[src/hw/rtl/assert_macros.svh]
// Assertion macros shared by the RTL of this project.
// With SYNTH defined every macro expands to nothing.
`ifndef ASSERT_MACROS_SVH
`define ASSERT_MACROS_SVH

`ifndef SYNTH

// Property that must hold at every rising clock edge outside reset.
`define ASSERT_PROP(label, clk, rst_n, prop) \
	label: assert property (@(posedge clk) disable iff (!rst_n) (prop)) \
		else $error("assertion failed");

// Condition that must never be true at a rising clock edge outside reset.
`define ASSERT_NEVER(label, clk, rst_n, cond) \
	`ASSERT_PROP(label, clk, rst_n, !(cond))

`else

`define ASSERT_PROP(label, clk, rst_n, prop)

`define ASSERT_NEVER(label, clk, rst_n, cond)

`endif

`endif

[src/hw/rtl/lnm_pkg.sv]
`timescale 1ns / 1ps

package lnm_pkg;

	// Field widths of the channels and registers.
	localparam int KEY_W      = 32;
	localparam int MASK_W     = 8;
	localparam int ROW_OUT_W  = 16;
	localparam int COL_OUT_W  = 10;
	localparam int NUM_ROWS_W = 16;
	localparam int NUM_COLS_W = 11;

	// Configuration port.
	localparam int APB_DATA_W = 32;
	localparam int APB_ADDR_W = 3;
	localparam int REG_IDX_W  = 1;
	localparam logic [REG_IDX_W-1:0] REG_NUM_ROWS = 1'b0;
	localparam logic [REG_IDX_W-1:0] REG_NUM_COLS = 1'b1;

	// Neighbor bit positions in a mask.
	localparam int BIT_UP         = 0;
	localparam int BIT_RIGHT      = 1;
	localparam int BIT_DOWN       = 2;
	localparam int BIT_LEFT       = 3;
	localparam int BIT_UP_RIGHT   = 4;
	localparam int BIT_DOWN_RIGHT = 5;
	localparam int BIT_DOWN_LEFT  = 6;
	localparam int BIT_UP_LEFT    = 7;

	// Candidate slots of the masks one key can complete, in raster order.
	localparam int NUM_CAND   = 4;
	localparam int CAND_IDX_W = 2;
	localparam int CAND_UL    = 0;
	localparam int CAND_U     = 1;
	localparam int CAND_L     = 2;
	localparam int CAND_C     = 3;

	typedef struct packed {
		logic [KEY_W-1:0] key;
	} key_item_t;

	typedef struct packed {
		logic [ROW_OUT_W-1:0] row;
		logic [COL_OUT_W-1:0] col;
		logic [MASK_W-1:0]    lower_mask;
		logic                 run_end;
	} res_t;

	// Up to four finished masks handed from the core to the output buffer.
	typedef struct packed {
		logic [NUM_CAND-1:0]  en;
		res_t [NUM_CAND-1:0]  cand;
	} res_set_t;

	// Register contents and restart strobe for the core.
	typedef struct packed {
		logic [NUM_ROWS_W-1:0] num_rows;
		logic [NUM_COLS_W-1:0] num_cols;
		logic                  restart;
	} cfg_t;

endpackage

[src/hw/rtl/lnm_cfg_regs.sv]
`timescale 1ns / 1ps

// APB register file holding the grid size.
module lnm_cfg_regs (
	input  logic                            clk,
	input  logic                            arst_n,
	input  logic                            psel,
	input  logic                            penable,
	input  logic                            pwrite,
	input  logic [lnm_pkg::APB_ADDR_W-1:0]  paddr,
	input  logic [lnm_pkg::APB_DATA_W-1:0]  pwdata,
	output logic [lnm_pkg::APB_DATA_W-1:0]  prdata,
	output logic                            pready,
	output lnm_pkg::cfg_t                   cfg
);
	import lnm_pkg::*;

	logic [NUM_ROWS_W-1:0] num_rows_q;
	logic [NUM_COLS_W-1:0] num_cols_q;
	logic [REG_IDX_W-1:0]  reg_idx;
	logic                  wr_en;

	assign pready  = 1'b1;
	assign reg_idx = paddr[APB_ADDR_W-1:2];
	assign wr_en   = psel && penable && pwrite;

	// Register writes.
	always_ff @(posedge clk or negedge arst_n) begin
		if (!arst_n) begin
			num_rows_q <= NUM_ROWS_W'(1);
			num_cols_q <= NUM_COLS_W'(1);
		end else if (wr_en) begin
			case (reg_idx)
				REG_NUM_ROWS: num_rows_q <= pwdata[NUM_ROWS_W-1:0];
				REG_NUM_COLS: num_cols_q <= pwdata[NUM_COLS_W-1:0];
				default: ;
			endcase
		end
	end

	// Read back.
	always_comb begin
		case (reg_idx)
			REG_NUM_ROWS: prdata = APB_DATA_W'(num_rows_q);
			REG_NUM_COLS: prdata = APB_DATA_W'(num_cols_q);
			default:      prdata = '0;
		endcase
	end

	// Any write restarts the frame.
	assign cfg.num_rows = num_rows_q;
	assign cfg.num_cols = num_cols_q;
	assign cfg.restart  = wr_en;
endmodule

[config.mk]
export PLATFORM = sky130hd
export DESIGN_NAME = lnm_cfg_regs
export DESIGN_NICKNAME = d
export VERILOG_FILES = /design/src/hw/rtl/assert_macros.svh /design/src/hw/rtl/lnm_pkg.sv /design/src/hw/rtl/lnm_cfg_regs.sv
export SDC_FILE = /design/constraint.sdc
export NUM_CORES = 1
export LEC_CHECK = 0
export BUFFER_PORTS_ARGS = -buffer_cell sky130_fd_sc_hd__buf_2
export CORE_MARGIN = 10
export CORE_UTILIZATION = 43
export DETAILED_ROUTE_END_ITERATION = 10
export PLACE_DENSITY_LB_ADDON = 0.15
export SLEW_MARGIN = 25
export SYNTH_ARGS = -nofsm -noshare
export SYNTH_HDL_FRONTEND = slang
export SYNTH_SLANG_ARGS = --single-unit
export TNS_END_PERCENT = 10
[constraint.sdc]
create_clock -name clk -period 2.8 [get_ports clk]
set_input_delay 0.42 -clock clk [delete_from_list [all_inputs] [get_ports clk]]
set_output_delay 0.42 -clock clk [all_outputs]
set_load 0.01 [all_outputs]
* After elaboration in Yosys (flattened, before gate mapping)
Index checks and enable logic that the tools add are counted.
** Storage, ports and cells
- Flip-flop bits (word level) :: 27
- Output and inout bits :: 61
- Word-level logic and storage cells :: 8
** Operators by class
- Muxes and demuxes :: 1
- Bitwise logic cells :: 1
- Reductions and logical operators :: 4
** Operators with widths (count)
- $pmux W32 S2 :: 1
- $reduce_and A2 Y1 :: 2
- $logic_and A1 B1 Y1 :: 2
- $not A1 Y1 :: 1

* Depth between registers and ports, before layout
Gate-level depths: netlist of run 1.
- Depth in word-level cells :: 3
- Gate-level depth with buffers :: 4

* Worst setup path before layout of run 1
No wires, ideal clock.
- Path type :: input -> output
- From :: in paddr[2] (netlist bit)
- To :: out prdata[10] (netlist bit)
- Arrival time :: 1.087 ns
- Required time :: 2.380 ns
- Path slack :: 1.293 ns
- Cell stages on the path :: 3
- Buffers on the path :: 2
- Path through :: buf_6 -> buf_2 -> mux2_2
** Between the ends
- Word-level cells in the longest chain between the ends :: 2
** RTL lines
- start: declaration :: line lnm_cfg_regs.sv:10 : input logic [lnm_pkg::APB_ADDR_W-1:0] paddr,
- $not A1 Y1 (no line)
- $pmux W32 S2 * :: line lnm_cfg_regs.sv:43 : case (reg_idx)
- end: declaration :: line lnm_cfg_regs.sv:12 : output logic [lnm_pkg::APB_DATA_W-1:0] prdata,
Every way passes the cells marked *; elsewhere a longest branch is shown, timed or not. The select of a mux whose other input is x is not followed.

* Worst setup path after layout of run 1
- From :: in paddr[2] (netlist bit)
- To :: out prdata[5] (netlist bit)
The elaborated chain is that of the path after synthesis.

==> results of run 1 <==
==> metrics by stage <==
stage	setup slack, ns	hold WS, ns	power, mW
detailed placement	1.059	0.4540	0.9710
global placement	1.085	0.4540	0.9556
finish	1.088	0.06506	1.119
floorplan	1.293	0.1244	0.7934
CTS	1.054	0.07457	1.140
global route	1.025	0.09416	1.196
==> Yosys cell counts, drive strengths merged <==
| library cell | instances | share of area |
|---|---|---|
| conb | 2 | 0.0054 |
| dfstp | 2 | 0.038 |
| nor2b | 5 | 0.023 |
| nand4 | 1 | 0.0045 |
| buf | 22 | 0.12 |
| mux2 | 38 | 0.34 |
| dfrtp | 25 | 0.45 |
| nand4b | 1 | 0.017 |
| and3 | 1 | 0.0045 |
==> worst max-delay path, delay by kind of cell <==
| kind | cells | cell delay, ns |
|---|---|---|
| buffers and inverters | 2 | 0.49 |
| multiplexers | 1 | 0.38 |
==> metal layers <==
layer  wire length [µm]  track usage  up-vias
met5                  0            0        -
met4                 42      0.03903        0
met3                433      0.06061        5
met2               1516       0.1745       55
met1               1325       0.1187      438
li1                   -            -      420
==> power by group through the flow <==
stage	registers [mW]	clock network (mW)	logic [mW]
2_1_floorplan	0.583	0	0.210
3_3_place_gp	0.539	0	0.416
3_5_place_dp	0.549	0	0.422
4_1_cts	0.541	0.176	0.423
5_1_grt	0.556	0.191	0.449
6_report	0.541	0.166	0.412
==> cells by family (layout without fill, tap and decap cells) <==
kind of cell,count (synthesis),in the layout,synth area share
other,2,17,0.005417
buffers and inverters,22,70,0.1209
AND/OR/NAND/NOR,8,8,0.04874
multiplexers,38,38,0.3357
flip-flops,27,27,0.4892
==> final cells by class <==
type                       instances  share of cell area
sequential                        27              0.4015
tap                               44             0.03259
multi-input combinational         63              0.3533
timing repair buffer              66              0.1970
clock buffer                       4             0.01556
==> layout by cell type (no fill, tap or decap) <==
cell,instances
buf_2,65
mux2_2,28
dfrtp_1,25
conb_1,17
mux2_4,10
nor2b_1,5
clkbuf_4,3
dfstp_2,2
and3_1,1
nand4b_4,1
nand4_1,1
clkbuf_1,1
buf_4,1
==> sequential cells by signal (all words and copies together) (netlist names) <==
register,count
num_cols_q,11
num_rows_q,16
==> worst max-delay path by stage <==
| stage | start | end | slack (ns) | cells past startpoint |
|---|---|---|---|---|
| 5_1_grt | paddr[2] | prdata[5] | 1.03 | 3 |
| 3_3_place_gp | paddr[2] | prdata[5] | 1.09 | 3 |
| 6_report | paddr[2] | prdata[5] | 1.09 | 3 |
| 4_1_cts | paddr[2] | prdata[5] | 1.05 | 3 |
| 2_1_floorplan | paddr[2] | prdata[10] | 1.29 | 3 |
| 3_5_place_dp | paddr[2] | prdata[5] | 1.06 | 3 |
==> summary.txt, run 1 <==
Placement
  • # port buffers: 65
  • Placer Congestion: 0.6254
  • Dpl cells: 200
  • Placed instance area: ~0.0017 mm²
  • Dpl hpwl: roughly 2.6 mm

STA
  • Final hold violations: 0
  • Final worst path period need: between 1.5 and 2 ns
  • Final TNS setup: 0 ns
  • Worst Skew: 0 ns
  • Fin crit share: 0.6116
  • Final setup viols: 0
  • Max-slew violation count: 0
  • Slew @ Worst Pin: between 0.5 and 0.6 ns
  • Fmax: 584.0 MHz
  • RSZ-0062 raised after global routing: false
  • Worst slew margin: 0.6178

Finish
  • Post-layout util: 0.5488
  • Area delta synth->final: 21.84%
  • Diode count: 0
  • Reg area: 678.2 µm²
  • Fin nets: roughly 200
  • Fill count: 296
  • Area taken by multi-input logic gates: approximately 600 µm²
  • Final std cells w/o fill: 204
  • Layout cell share with drive strength beyond 1: 0.6875
  • Post-route cell area: 0.001689 mm²

Die
  • Core Region: just over 0.003 mm²
  • Die height: approximately 77 µm
  • # IOs: slightly above 100
  • Initial Util: 0.4504
  • Die area: 0.005895 mm²
  • Cell Rows: 20
  • Chip Width: 76.78 µm

Power
  • Sw frac: 0.3246
  • Pwr dens: 662.5 mW/mm²
  • Peak VDD IR: 0.3194 mV
  • Leak Pwr: 0.9149 nW
  • Logic gate share of total power: 0.368
  • Clock power frac: 0.148
  • Reg power frac: 0.483
  • Internal: 0.7558 mW
  • Switching power: 0.3633 mW

Route
  • Via Count: 918
  • ANT nets after route: 0
  • # DRC: 0
  • Routed wire length: 3.317 mm
  • WL per Instance: 16.26 µm
  • Pre-antenna DRT Iters: 3
  • Routed vias/inst: 4.500
  • 1st-iter DRT viols: 35

GRT
  • Total track usage: 0.1092
  • Antenna violations before repair: 0
  • Overflow after GRT: 0
  • First-pass GRT wire length: 5.313 mm
  • Vias in the first global route: 1,074
  • Pin count of the biggest net entering global routing: 28

Worst setup path
  • Crit path top cell by count: buf_2
  • CP endpoint kind: primary output
  • WP data arrival: between 1 and 1.5 ns
  • CP cell instances: buf_2, mux2_2, buf_2
  • Max incr delay on CP: between 0.3 and 0.4 ns
  • RR Endpoint: num_rows_q[1]
  • Critical Path RT: 2.38 ns
  • Reg2reg setup slack: between 2 and 2.5 ns
  • Setup crit start kind: input pin
  • Worst r2r src: num_rows_q[1]
  • CP Class: in -> out
  • Worst r2r path cells: 1
  • Crit Path Max Fanout: 18
  • CP max-delay cell: mux2_2

Synthesis
  • Number of synthesized register bits: 27
  • Average size of a mapped cell: 14.29 µm²
  • Seq/Total Area, Yosys: 0.4892
  • Ys Warns: 0
  • Gate Count Post-Synth: 97
  • Netlist cell types: 12
  • Syn Std Cell Area: 0.001386 mm²

Clocking
  • CTS tree: yes
  • Clk pin slew, worst setup/hold paths: 0.14 ns
  • Clock root buffer: clkbuf_4
  • Hold Buf Count CTS: 0
  • Clk_lat worst skew: between 0.3 and 0.4 ns
  • Clk buf depth: 2
  • TritonCTS sink count: 27
  • CTS Buf Count: 3
  • CTS-repair resized insts: 0
  • H-Tree Depth: 1
  • Post-CTS setup buffer count: 0

Status
  • Run status: complete, no violations

Flow run
  • Max cap viols: 0

Hold path
  • HP Class: in -> async
Note: power is estimated with default switching activity, not from simulation.
==> run 2: changes to the inputs <==
CORE_UTILIZATION = 36   (was 43)
clock period = 1.5 ns   (was 2.8 ns; I/O delays follow)
==> summary.txt, run 2 (synthesized netlist as in run 1, its figures left out) <==
Die
  • Initial Util: 0.3758
  • Die area: 0.006733 mm²
  • Cell Rows: 22
  • Die height: between 80 and 90 µm
  • # IOs: 101
  • Chip Width: 82.06 µm
  • Core Region: 0.003689 mm²

Clocking
  • Clk_lat worst skew: 0.27 ns
  • H-Tree Depth: 1
  • CTS-repair resized insts: 0
  • Clk buf depth: 2
  • Clock root buffer: clkbuf_8
  • TritonCTS sink count: 27
  • CTS Buf Count: 3
  • Clk pin slew, worst setup/hold paths: 0.09 ns
  • Post-CTS setup buffer count: 0
  • CTS tree: yes

STA
  • Fin crit share: 0.8737
  • Max-slew violation count: 0
  • Worst slew margin: 0.6060
  • Worst Skew: 0 ns
  • Final hold violations: 0
  • Final setup viols: 0
  • Final TNS setup: 0 ns
  • RSZ-0062 raised after global routing: false
  • Fmax: approximately 760 MHz
  • Slew @ Worst Pin: between 0.5 and 0.6 ns
  • Final worst path period need: about 1.3 ns
  • Hold Slack: 0.1819 ns

Power
  • Switching power: approximately 0.69 mW
  • Reg power frac: 0.459
  • Leak Pwr: 0.9394 nW
  • Sw frac: 0.3158
  • Internal: ~1.5 mW
  • Clock power frac: 0.188
  • Peak VDD IR: 0.7712 mV
  • Overall power: about 2.2 mW
  • Pwr dens: 1253 mW/mm²
  • Logic gate share of total power: 0.353

Finish
  • Diode count: 0
  • Max reg flops: 16
  • Fin nets: about 200
  • Post-layout util: 0.4756
  • Fill count: 347
  • Commonest non-fill, non-tap cell in the layout: buf_2
  • Largest regs: num_rows_q: 16 flops, num_cols_q: 11 flops
  • Post-route cell area: 0.001754 mm²
  • Layout cell share with drive strength beyond 1: 0.6933
  • Commonest cells after routing, fill and taps aside: 65 x buf_2, 28 x mux2_2, 25 x dfrtp_1
  • Area delta synth->final: 26.53%
  • Largest Register: num_rows_q

Worst setup path
  • Setup crit start kind: flop
  • Setup crit start: num_rows_q[1]
  • Max incr delay on CP: just over 0.4 ns
  • CP cell instances: mux2_2, buf_2
  • CP endpoint kind: primary output
  • Reg2reg setup slack: 0.72 ns
  • Critical Path RT: 1.27 ns
  • Crit Path Max Fanout: 3
  • WP data arrival: 1.09 ns
  • Worst path bufs/invs: 1
  • Delay-heaviest family, CP: flip-flops
  • CP max-delay cell: dfrtp_1
  • CP Class: reg -> out
  • Worst r2r src: num_cols_q[7]

Status
  • Run status: complete, no violations

Placement
  • Placed instance area: 0.001695 mm²
  • Placer Congestion: 0.7041
  • # port buffers: 65
  • Dpl hpwl: between 2 and 3 mm

Route
  • WL per Instance: 15.86 µm
  • # DRC: 0
  • 1st-iter DRT viols: 24
  • Via Count: 928
  • Routed vias/inst: 4.398
  • Pre-antenna DRT Iters: 4
  • ANT nets after route: 0
  • Routed wire length: 3.347 mm

GRT
  • First-pass GRT wire length: just under 5 mm
  • Overflow after GRT: 0
  • Vias in the first global route: 988
  • Antenna violations before repair: 0
  • Pin count of the biggest net entering global routing: 28
  • Total track usage: 0.09343

Hold path
  • HP Start: pwdata[14]
  • HP Class: in -> reg

Flow run
  • Max cap viols: 0
run 2: cell count changes in the layout (fill, tap and decap cells not counted):
| cell | delta |
|---|---|
| clkbuf_4 | -3 |
| clkbuf_8 | +3 |
| buf_12 | +1 |
| buf_4 | +1 |
| clkbuf_1 | -1 |
| clkinvlp_4 | +1 |
| dlygate4sd3_1 | +1 |
run 2: area by class of cell:
cell class	count	area [µm²]	share of cell area
Clock inverter	1	7.507	0.004280
Multi-Input combinational cell	63	596.8	0.3402
Tap cell	48	60.06	0.03424
Timing Repair Buffer	69	370.4	0.2111
Clock buffer	3	41.29	0.02354
Sequential cell	27	678.2	0.3866
run 2: metrics by stage:
step | setup WS [ns] | cells
after global routing | 0.1308 | 211
after detailed placement | 0.1293 | 206
after floorplan | 0.3480 | 112
final | 0.1895 | 211
after global placement | 0.1326 | 206
after CTS | 0.1702 | 211
run 2: worst paths after layout:
kind | to | depth (start not counted)
max | prdata[1] | 2
min reg2reg | num_rows_q[13] | 1
min in group asynchronous | num_cols_q[10] | 2
max reg2reg | num_cols_q[7] | 1
min | num_rows_q[14] | 2
max in group asynchronous | num_cols_q[7] | 2
run 2: routing by layer:
layer | up-vias | track usage | wire, µm
met5 | - | 0 | 0
met1 | 441 | 0.1095 | 1358
met3 | 2 | 0.05022 | 531
met2 | 55 | 0.1505 | 1446
li1 | 430 | - | -
met4 | 0 | 0.01531 | 10
run 2: repair_timing:
item / in CTS / in global routing
hold endpoints to repair: 25 / 0
endpoints found under the setup margin: 0 / 0
hold buffers: 1 / 0
run 2: power by group through the flow:
stage / Sequential (mW) / Combinational [mW] / Clock, mW
detailed placement: 1.02 / 0.792 / 0
global route: 1.03 / 0.844 / 0.468
finish: 1.01 / 0.776 / 0.413
CTS: 1.01 / 0.794 / 0.446
global placement: 1.01 / 0.787 / 0
floorplan: 1.09 / 0.393 / 0
==> run 3: changes to the inputs <==
ABC_AREA = 1   (was unset)
CORE_UTILIZATION = 37   (was 36)
==> summary.txt, run 3 <==
Clocking
  • CTS-repair resized insts: 0
  • Clock root buffer: clkbuf_8
  • H-Tree Depth: 1
  • TritonCTS sink count: 27
  • CTS tree: yes
  • Hold Buf Count CTS: 1
  • Clk_lat worst skew: 0.26 ns
  • Clk buf depth: 2
  • CTS Buf Count: 3
  • Post-CTS setup buffer count: 0
  • Clk pin slew, worst setup/hold paths: 0.09 ns

Synthesis
  • Average size of a mapped cell: 7.615 µm²
  • Top post-synthesis cells by area: dfrtp_1 44%, nand2_1 23%, buf_4 9.5%
  • Number of synthesized flops with an enable pin: 0
  • Most frequent cell after synthesis: nand2_1
  • Netlist cell types: 15
  • Largest family of logic cells by synthesized area: simple AND/OR/NAND/NOR gates
  • Syn Std Cell Area: 0.001416 mm²
  • Asr flop ratio synth: 1.000
  • Synth area leader: dfrtp_1
  • Number of synthesized register bits: 27
  • Synth top area share: 0.4417
  • Main synth FF type: dfrtp_1
  • Seq/Total Area, Yosys: 0.4788
  • Compound-Gate Fraction of Synth Area: 0
  • Synth cell count leaders: 88 x nand2_1, 27 x nand3_1, 25 x dfrtp_1, 18 x buf_4
  • Ys Warns: 0
  • Multiplexer share of the synthesized area: 0
  • Post-Synth XOR/XNOR Area: 0
  • Adder-cell share of the synthesized area: 0
  • Gate Count Post-Synth: about 190
  • Post-Synth Simple-Gate Area: 0.3631

STA
  • Worst Skew: 0 ns
  • Max-slew violation count: 0
  • Slew @ Worst Pin: around 0.60 ns
  • Final setup viols: 0
  • Fmax: 786.0 MHz
  • Fin crit share: 0.8482
  • Final worst path period need: 1.272 ns
  • Final hold violations: 0
  • Worst slew margin: 0.5991
  • Final TNS setup: 0 ns
  • RSZ-0062 raised after global routing: false
  • Hold Slack: approximately 0.17 ns

Worst setup path
  • CP max-delay cell: dfstp_2
  • Worst r2r path cells: 2
  • WP data arrival: roughly 1.1 ns
  • CP endpoint kind: primary output
  • Levels on crit path: 3
  • Crit Path Max Fanout: 3
  • Setup crit start kind: flop
  • Crit path top cell by count: nand2_1
  • Worst path bufs/invs: 1
  • Max incr delay on CP: 0.55 ns
  • CP cell instances: nand2_1, nand2_1, buf_2
  • Delay-heaviest family, CP: flip-flops
  • Critical Path RT: roughly 1.3 ns
  • CP Class: reg -> out

Route
  • # DRC: 0
  • Via Count: 1,302
  • Routed wire length: 3.921 mm
  • Routed vias/inst: 4.355
  • ANT nets after route: 0
  • 1st-iter DRT viols: 52
  • Pre-antenna DRT Iters: 4
  • WL per Instance: 13.11 µm

Finish
  • Commonest non-fill, non-tap cell in the layout: nand2_1
  • Commonest cells after routing, fill and taps aside: 88 x nand2_1, 65 x buf_2, 27 x nand3_1
  • Layout cell share with drive strength beyond 1: 0.3227
  • Diode count: 0
  • Final std cells w/o fill: 299
  • Post-layout util: 0.4813
  • Area delta synth->final: 25.35%
  • Fill count: 427
  • Largest regs: num_rows_q: 16 flops, num_cols_q: 11 flops
  • Fin nets: 292
  • Largest Register: num_rows_q
  • Max reg flops: 16

GRT
  • Vias in the first global route: approximately 1,300
  • Overflow after GRT: 0
  • Antenna violations before repair: 0
  • Pin count of the biggest net entering global routing: 28
  • First-pass GRT wire length: 5.975 mm
  • Total track usage: 0.1109

Placement
  • Dpl cells: 294
  • Placer Congestion: roughly 0.7
  • Dpl hpwl: 3.014 mm
  • # port buffers: 65

Status
  • Run status: complete, no violations

Die
  • Die area: 0.006703 mm²
  • Cell Rows: 22
  • Die height: between 80 and 90 µm
  • # IOs: 101
  • Initial Util: 0.3840
  • Chip Width: 81.87 µm
  • Core Region: 0.003689 mm²

Hold path
  • HP Class: in -> reg
  • Min-Delay Path Depth: 3

Power
  • Pwr dens: 1132 mW/mm²
  • Overall power: around 2.0 mW
  • Leak Pwr: 1.103 nW
  • Peak VDD IR: just over 0.5 mV

Flow run
  • Max cap viols: 0
-- run 3: power by group --
| part | internal (mW) | total, mW | switching, mW |
|---|---|---|---|
| registers | 0.872 | 0.971 | 0.0997 |
| logic | 0.254 | 0.628 | 0.373 |
| clock network | 0.190 | 0.411 | 0.221 |
| total | 1.32 | 2.01 | 0.694 |
-- run 3: worst paths after layout --
kind / slack (ns) / from / endpoint
min: 0.17 / pwdata[0] / num_cols_q[0]
max reg2reg: 0.77 / num_rows_q[0] / num_rows_q[0]
min reg2reg: 0.48 / num_cols_q[0] / num_cols_q[0]
min in group asynchronous: 0.49 / arst_n / num_rows_q[10]
max: 0.23 / num_cols_q[0] / prdata[0]
max in group asynchronous: 0.61 / arst_n / num_cols_q[8]
-- run 3: area by class of cell --
type	count	area [µm²]	area share
sequential	27	678.2	0.3820
multi-input combinational	140	578.1	0.3256
timing repair buffer	73	387.9	0.2185
tap	48	60.06	0.03383
clock buffer	4	45.04	0.02537
inverter	7	26.28	0.01480
-- run 3: logic make-up after synthesis --
group         count (synthesis)
other cells                   2
buf+inv                      34
flops                        27
simple gates                123
-- run 3: worst register-to-register path, delay by kind of cell (launching register included) --
family / cells / cell delay (ns)
flops: 1 / 0.56
simple gates: 2 / 0.12
-- run 3: per-layer routing --
layer,vias to the layer above,part of all wire,global-route usage
li1,669,-,-
met1,580,0.44,0.1404
met2,51,0.43,0.1795
met3,2,0.12,0.03603
met4,0,0.0043,0.02551
met5,-,0,0
-- run 3: stage by stage --
stage	setup WS, ns	cell area (µm²)
after global placement	0.2606	1720
final	0.2277	1775
after global routing	0.1407	1775
after CTS	0.2151	1775
after floorplan	0.4885	1473
after detailed placement	0.2540	1720
